[src/hw/rtl/rptc_pkg.sv]
// Package for the RGB pair to terminal cell block: cell kinds, lane result
// types and the quantizer helper functions. No dependencies.
package rptc_pkg;

	typedef enum logic [2:0] {
		CELL_BLANK = 3'd0,
		CELL_LOWER = 3'd1,
		CELL_UPPER = 3'd2,
		CELL_SOLID = 3'd3,
		CELL_PAIR  = 3'd4
	} cell_kind_t;

	localparam logic [7:0] CUBE_BASE  = 8'd16;
	localparam logic [7:0] GREY_BLACK = 8'd16;
	localparam logic [7:0] GREY_TOP   = 8'd231;

	// Quantized color of one pixel and whether that pixel is transparent.
	typedef struct packed {
		logic [7:0] index;
		logic       clear;
	} lane_res_t;

	// Both lane results of one item on their way to the merging stage.
	typedef struct packed {
		logic      valid;
		lane_res_t upper;
		lane_res_t lower;
		logic      row_last;
	} pair_s1_t;

	// Rounded divide by 40 with offset 55; below 75 gives level 0.
	function automatic logic [2:0] cube_level(input logic [7:0] x);
		logic [2:0] lvl;
		lvl = 3'd0;
		if (x >= 8'd75)  lvl = 3'd1;
		if (x >= 8'd115) lvl = 3'd2;
		if (x >= 8'd155) lvl = 3'd3;
		if (x >= 8'd195) lvl = 3'd4;
		if (x >= 8'd235) lvl = 3'd5;
		return lvl;
	endfunction

	// Rounded divide by 10 with offset 8; below 14 gives level 0.
	// The divide by 10 is a multiply by 205 and a shift by 11, exact here.
	function automatic logic [4:0] grey_level(input logic [7:0] x);
		logic [15:0] prod;
		prod = 16'(x - 8'd3) * 16'd205;
		return (x < 8'd14) ? 5'd0 : prod[15:11];
	endfunction

	// Grey ramp entry chosen from the red cube level.
	function automatic logic [7:0] grey_index(input logic [2:0] cr);
		logic [7:0] idx;
		unique case (cr)
			3'd0:    idx = GREY_BLACK;
			3'd1:    idx = 8'd236;
			3'd2:    idx = 8'd241;
			3'd3:    idx = 8'd246;
			3'd4:    idx = 8'd251;
			default: idx = GREY_TOP;
		endcase
		return idx;
	endfunction

endpackage

[src/hw/rtl/rgb_pair_to_terminal_cell.sv]
// An accepted item goes through the lane result register, then the merge output register.
// Throughput: one item per cycle; two quantizer lanes work on both pixels
// at once, and the only stall comes from out_ready.
// Reset (arst_n low, asynchronous) empties both pipeline stages.
// Depends on rptc_pkg, rptc_quant_lane and rptc_merge.
module rgb_pair_to_terminal_cell import rptc_pkg::*; (
	input  logic       clk,
	input  logic       arst_n,
	input  logic       in_valid,
	output logic       in_ready,
	input  logic [7:0] top_red,
	input  logic [7:0] top_green,
	input  logic [7:0] top_blue,
	input  logic [7:0] top_alpha,
	input  logic [7:0] low_red,
	input  logic [7:0] low_green,
	input  logic [7:0] low_blue,
	input  logic [7:0] low_alpha,
	input  logic       row_last,
	output logic       out_valid,
	input  logic       out_ready,
	output logic [2:0] cell_kind,
	output logic [7:0] fore_index,
	output logic [7:0] back_index,
	output logic       row_end
);

	lane_res_t top_res, low_res;
	lane_res_t top_res_s1, low_res_s1;
	logic      valid_s1, row_last_s1;
	logic      merge_ready;
	pair_s1_t  pair_s1;

	rptc_quant_lane u_lane_top (
		.red   (top_red),
		.green (top_green),
		.blue  (top_blue),
		.alpha (top_alpha),
		.res   (top_res)
	);

	rptc_quant_lane u_lane_low (
		.red   (low_red),
		.green (low_green),
		.blue  (low_blue),
		.alpha (low_alpha),
		.res   (low_res)
	);

	assign in_ready = !valid_s1 || merge_ready;

	always_ff @(posedge clk or negedge arst_n) begin
		if (!arst_n) begin
			valid_s1 <= 1'b0;
		end else if (in_ready) begin
			valid_s1 <= in_valid;
		end
	end

	always_ff @(posedge clk) begin
		if (in_ready && in_valid) begin
			top_res_s1  <= top_res;
			low_res_s1  <= low_res;
			row_last_s1 <= row_last;
		end
	end

	assign pair_s1.valid    = valid_s1;
	assign pair_s1.upper    = top_res_s1;
	assign pair_s1.lower    = low_res_s1;
	assign pair_s1.row_last = row_last_s1;

	rptc_merge u_merge (
		.clk        (clk),
		.arst_n     (arst_n),
		.pair       (pair_s1),
		.pair_ready (merge_ready),
		.out_valid  (out_valid),
		.out_ready  (out_ready),
		.cell_kind  (cell_kind),
		.fore_index (fore_index),
		.back_index (back_index),
		.row_end    (row_end)
	);

endmodule

[src/hw/rtl/rptc_quant_lane.sv]
// One quantizer lane: maps an RGBA pixel to a 256-color index and a
// transparency flag. Depends on rptc_pkg.
module rptc_quant_lane import rptc_pkg::*; (
	input  logic [7:0] red,
	input  logic [7:0] green,
	input  logic [7:0] blue,
	input  logic [7:0] alpha,
	output lane_res_t  res
);

	logic [2:0]  cr, cg, cb;
	logic [4:0]  lr, lg, lb;
	logic [9:0]  sum;
	logic [11:0] thresh;
	logic        grey_pick;
	logic [7:0]  cube_idx;

	assign cr = cube_level(red);
	assign cg = cube_level(green);
	assign cb = cube_level(blue);
	assign lr = grey_level(red);
	assign lg = grey_level(green);
	assign lb = grey_level(blue);

	assign sum = {2'd0, red} + {2'd0, green} + {2'd0, blue};

	// With a shared grey level l, the grey point wins exactly when
	// 2*(r+g+b) < 3*(grey + cube value) = 150*l + 189. At level zero the
	// two points coincide and the cube color is kept.
	assign thresh = 12'd150 * {7'd0, lr} + 12'd189;
	assign grey_pick = (lr == lg) && (lg == lb) && (lr != 5'd0)
		&& ({1'b0, sum, 1'b0} < thresh);

	assign cube_idx = 8'd36 * {5'd0, cr} + 8'd6 * {5'd0, cg} + {5'd0, cb} + CUBE_BASE;

	assign res.index = grey_pick ? grey_index(cr) : cube_idx;
	assign res.clear = (alpha == 8'd0);

endmodule

[src/hw/rtl/rptc_merge.sv]
// Merging stage: combines the two lane results into a cell kind with its
// colors and holds them in the output register. Depends on rptc_pkg.
module rptc_merge import rptc_pkg::*; (
	input  logic       clk,
	input  logic       arst_n,
	input  pair_s1_t   pair,
	output logic       pair_ready,
	output logic       out_valid,
	input  logic       out_ready,
	output logic [2:0] cell_kind,
	output logic [7:0] fore_index,
	output logic [7:0] back_index,
	output logic       row_end
);

	cell_kind_t kind;
	logic [7:0] fore, back;
	logic       valid_s2;
	cell_kind_t kind_s2;
	logic [7:0] fore_s2, back_s2;
	logic       row_end_s2;

	always_comb begin
		kind = CELL_PAIR;
		fore = 8'd0;
		back = 8'd0;
		priority if (pair.upper.clear && pair.lower.clear) begin
			kind = CELL_BLANK;
		end else if (pair.upper.clear) begin
			kind = CELL_LOWER;
			fore = pair.lower.index;
		end else if (pair.lower.clear) begin
			kind = CELL_UPPER;
			fore = pair.upper.index;
		end else if (pair.upper.index == pair.lower.index) begin
			kind = CELL_SOLID;
			back = pair.upper.index;
		end else begin
			kind = CELL_PAIR;
			fore = pair.upper.index;
			back = pair.lower.index;
		end
	end

	assign pair_ready = !valid_s2 || out_ready;

	always_ff @(posedge clk or negedge arst_n) begin
		if (!arst_n) begin
			valid_s2 <= 1'b0;
		end else if (pair_ready) begin
			valid_s2 <= pair.valid;
		end
	end

	always_ff @(posedge clk) begin
		if (pair_ready && pair.valid) begin
			kind_s2    <= kind;
			fore_s2    <= fore;
			back_s2    <= back;
			row_end_s2 <= pair.row_last;
		end
	end

	assign out_valid  = valid_s2;
	assign cell_kind  = kind_s2;
	assign fore_index = fore_s2;
	assign back_index = back_s2;
	assign row_end    = row_end_s2;

endmodule

[config.mk]
export PLATFORM = sky130hd
export DESIGN_NAME = rgb_pair_to_terminal_cell
export DESIGN_NICKNAME = d
export VERILOG_FILES = /design/src/hw/rtl/rptc_pkg.sv /design/src/hw/rtl/rgb_pair_to_terminal_cell.sv /design/src/hw/rtl/rptc_quant_lane.sv /design/src/hw/rtl/rptc_merge.sv
export SDC_FILE = /design/constraint.sdc
export NUM_CORES = 1
export LEC_CHECK = 0
export ABC_AREA = 1
export BUFFER_PORTS_ARGS = -buffer_cell sky130_fd_sc_hd__clkbuf_2
export CORE_UTILIZATION = 30
export DETAILED_ROUTE_END_ITERATION = 8
export GPL_ROUTABILITY_DRIVEN = 0
export PLACE_DENSITY = 0.51
export SLEW_MARGIN = 20
export SYNTH_ARGS = -nofsm -noshare
export SYNTH_HDL_FRONTEND = slang
export SYNTH_SLANG_ARGS = --single-unit
[constraint.sdc]
create_clock -name clk -period 3.18 [get_ports clk]
set_input_delay 0.636 -clock clk [delete_from_list [all_inputs] [get_ports clk]]
set_output_delay 0.636 -clock clk [all_outputs]
set_load 0.05 [all_outputs]
* After elaboration in Yosys (flattened, before gate mapping)
Cells that the tools add are included.
Storage, ports and cells: register bits after elaboration 41, input port bits 69, output and inout port bits 22, word-level logic and storage cells 162
Operators by class: add/sub/neg operators 18, multipliers 12, magnitude comparators 38, eq/ne operators 13, multiplexer cells 47, reductions and logical operators 21
Operator list (number):
- >= comparator 8 bit, second input constant | 18
- >= comparator 8 x 7 -> 1 bit, second input constant | 12
- multiplier 16 x 8 -> 16 bit, second input constant | 6
- one-hot mux 8 bit (5 select lines) | 2
- subtractor 8 x 2 -> 9 bit, second input constant | 6
- less-than comparator 8 x 4 -> 1 bit, second input constant | 6
- two-way mux 8 bit | 6
- two-way mux 3 bit | 13
- two-way mux 5 bit | 6
- two-way mux 2 bit | 13
- adder 12 x 8 -> 12 bit, second input constant | 2
- less-than comparator 11 x 12 -> 1 bit | 2
- multiplier 7 x 5 -> 11 bit, first input constant | 2
- adder 10 x 8 -> 10 bit | 2
- equality test 5 bit | 4
- adder 8 x 8 -> 9 bit | 2
- adder 8 x 3 -> 8 bit | 2
- adder 8 x 5 -> 8 bit, second input constant | 2
- adder 8 x 6 -> 8 bit | 2
- zero test 8 bit | 2
- equality test 3 x 2 -> 1 bit, second input constant | 4
- multiplier 4 x 3 -> 6 bit, first input constant | 2
- multiplier 2 x 3 -> 5 bit, first input constant | 2
- nonzero test 5 bit | 2
- 10 further kinds | 29

* Depth between registers and ports, before layout
depth in word-level cells 11, gate-level depth with buffers 48, gate-level depth less buffers 48

* By module
From an unflattened synthesis, not the netlist that was laid out.
Unflattened totals: cells, all modules 2146, area, all modules 16110.5 um2
Modules (own cells, without submodules):
- rptc_quant_lane (u_lane_top) | times used 1, cells an instance 1023, area an instance 7287.0 um2, seq. area each 0.0 um2
- rptc_quant_lane (u_lane_low) | times used 1, cells an instance 998, area an instance 7201.9 um2, seq. area each 0.0 um2
- rptc_merge | times used 1, cells an instance 100, area an instance 1006.0 um2, seq. area each 625.6 um2
- rgb_pair_to_terminal_cell | times used 1, cells an instance 25, area an instance 615.6 um2, seq. area each 595.6 um2

* Worst setup path before layout
Ideal clock, no wire load.
path type input-to-reg, from input top_red[2], to register top_res_s1, in the netlist pair_s1[16] (data pin), library setup time 0.256 ns, arrival time 7.477 ns, required time 2.924 ns, setup slack -4.553 ns, stages 42, path buffers 0, cells stage by stage inv_2 -> nand2_1 -> nor3_1 -> nand2_1 -> nor2_1 -> xor2_1 -> inv_1 -> ha_1 -> inv_1 -> fa_1 -> inv_1 -> fa_1 -> fa_1 -> ha_1 -> nand2_1 -> inv_1 -> a21oi_1 -> nand2_1 -> [... 6 more ...] -> inv_1 -> fa_1 -> inv_1 -> ha_1 -> inv_1 -> o21ai_2 -> xor2_1 -> nand2_1 -> xor2_1 -> ha_1 -> a21oi_1 -> nand2_1 -> nand2_1 -> nand2_1 -> nand2_2 -> nand3_4 -> nand2_1 -> nand2_1
RTL lines:
- from (decl) | RTL line rgb_pair_to_terminal_cell.sv:11 | input logic [7:0] top_red,
- to (signal assigned) | RTL line rgb_pair_to_terminal_cell.sv:62 | top_res_s1 <= top_res;
- to (decl) | RTL line rgb_pair_to_terminal_cell.sv:29 | lane_res_t top_res_s1, low_res_s1;

==> results.ini <==
[run_status]
status=finished, violations left
violations=setup timing

[logic_synthesis]
yosysTopAreaCell=ha_1
yosys_warnings=0
synthCells=2334
synth_cell_types=54
synth_ff_type=edfxtp_1
syn_nets=2891
netlist_area_mm2=0.0167
synth_seq_area_share_pct=7.33
synth-edff-count=39
synth.area.top_cells=ha_1 (27%), fa_1 (15%), inv_1 (13%), nand2_1 (12%), edfxtp_1 (7.0%)
synth_top_area_share_pct=27.2
async_reset_ff_share_pct=4.88
syn_area_per_cell_um2=7.14
ys_seq_elements=41

[sta]
hold_viol=0
slew_viol_final=0
min_period_over_period_pct=233
fin_ws_ns=-4.23
max_freq_mhz=135
post-route-min-period_ns=7.41
tightest_slew_ns=0.741
fin_setup_tns_ns=-66.90
finClkSkew_ns=0.00431
rsz0062_at_grt=yes
setup_viol=16
relSlewSlack_pct=50.5

[floorplan]
ioPinCount=91
rows=86
start_util_pct=30.3
die_y_um=238
fp.dieW_um=238
dieArea_mm2=0.0565
core_area_mm2=0.0550

[run]
cap_violations=0

[cts]
numCtsBuffers=5
cts-root-buf=clkbuf_16
insertion_delay_ns=0.28
path_clk_slew_ns=0.06
cts_tree=built
htree_levels=2
clockBufferDepth=2
cts_sinks=41

[setup_path]
worstSetupEndpointType=flip-flop
critPathKind=primary input to flip-flop
required_ns=3.21
startpoint_type=primary input
worst-path-max-fanout=8
slowest_stage=fa_1
crit_top_cell=nand2_1
r2r_end=u_merge.fore_index[3]
slowest_delay_ns=0.53
reg2reg_from=low_res_s1[6]
worst_ep_arrival_time_ns=7.44
r2r_setup_slack_ns=1.21
r2r_cells=7

[global_route]
antenna_found_initial=0
grt_pass1_wl_um=75600
grt_use_total_pct=15.9
grt_overflow=0
grt_max_degree=21
grt_pass1_vias=16337

[route]
drtPass1Iterations=5
wirelength_um=44500
ant_nets=0
vias_per_cell=4.35
post_drt_wl_per_cell_um=12.0
route.detailed.drc=0
drtIter0Drc=522
vias=16081

[hold_path]
hp-class=primary input to async pin

[placed_design]
dp_hpwl_um=40200
port_buffers=90

[layout]
fill_cells=5604
drive_above_1_share_pct=29.6
multiInputGateArea_mm2=0.0142
ff_latch_area_mm2=0.00122
final_util_pct=42.3
diodes=0
finalNetCount=3504
syn2layout_area_growth_pct=39.4

-- cells by family after synthesis --
| family | count (synthesis) | synth area share (%) |
|---|---|---|
| adders and majority gates | 488 | 42.3 |
| DFF | 41 | 7.33 |
| xor gates and xnor gates | 108 | 5.85 |
| and+or+nand+nor | 902 | 24.2 |
| buffers and inverters | 602 | 13.6 |
| AOI/OAI and AO/OA | 193 | 6.71 |
-- cell usage in the layout, fill, tap and decap left out, drive strengths merged, types with 39 or more instances in the layout --
cell type and instances:
ha 362, clkbuf 91, xor2 75, nor2 155, edfxtp 39, buf 525, inv 596, nand3 139
nand2 529, o21ai 53, fa 126, a21oi 93
-- through the flow --
step	cells	hold slack (ns)	setup slack [ns]	instance area, µm²
after floorplan	2334	0.340	-4.28	17000
after global placement	3642	0.404	-4.74	21900
after detailed placement	3642	0.417	-4.77	21900
after CTS	3679	0.122	-4.19	22700
after global routing	3695	0.129	-4.61	23200
final	3695	0.130	-4.23	23200
-- critical path, delay by kind of cell --
kind            cells  cell delay (ns)
compound gates      3             0.38
buf+inv            11             0.81
fa+ha+maj          10             3.46
xor+xnor            3             0.54
simple gates       19             1.60
-- area by class of cell --
class / instances / area share, %
multi-input combinational: 1691 / 61.1
timing repair buffer: 611 / 19.3
inverter: 597 / 9.69
sequential: 41 / 5.25
tap: 748 / 4.03
clock buffer: 5 / 0.538
clock inverter: 2 / 0.151
-- flip-flops by register name, indices dropped and copies added, names as in the netlist --
name,cells
low_res_s1,9
u_merge.back_index,8
pair_s1,9
row_last_s1,1
u_merge.out_valid,1
u_merge.cell_kind,3
u_merge.fore_index,8
u_merge.row_end,1
valid_s1,1
-- cell usage after synthesis, types with 4 or more instances --
cell,instances
nand2_2,16
nand3_1,124
nand4_1,29
nand3_2,13
or2_2,4
fa_1,126
edfxtp_1,39
and2_1,4
a21o_1,13
nor2_2,10
xor2_1,74
nor4_1,5
and3_1,4
inv_2,22
a31oi_1,5
nor3_1,20
a21oi_1,91
a31o_2,4
o21ai_0,46
nor2_4,10
nand3b_1,10
o21ai_1,5
nand2_1,512
nor2_1,133
o21bai_1,8
xnor2_1,30
ha_1,362
inv_1,574
-- repair_timing --
action | CTS | global route
resized for setup | 73 | 99
buffers inserted | 32 | 17
setup endpoints to repair | 16 | 16
pin swaps | 76 | 79
hold buffers | 0 | 0
-- worst max-delay path by stage --
stage / start / to / slack, ns / cells after the start
2_1_floorplan: top_red[0] / pair_s1[16] / -4.28 / 47
3_3_place_gp: top_red[0] / pair_s1[17] / -4.74 / 48
3_5_place_dp: top_red[1] / pair_s1[15] / -4.77 / 47
4_1_cts: low_red[0] / low_res_s1[5] / -4.19 / 44
5_1_grt: top_red[0] / pair_s1[17] / -4.61 / 46
6_report: top_red[0] / pair_s1[17] / -4.23 / 46
-- per-layer routing --
layer / vias to the layer above / GRT usage [%] / routed length (µm)
li1: 8520 / - / -
met2: 152 / 28.9 / 21700
met5: - / 0 / 0
met4: 0 / 1.72 / 406
met1: 7383 / 21.4 / 21600
met3: 26 / 0.639 / 746
Power is not shown: default switching activity piles up to over one toggle a cycle in this logic, so the estimate is an artifact.
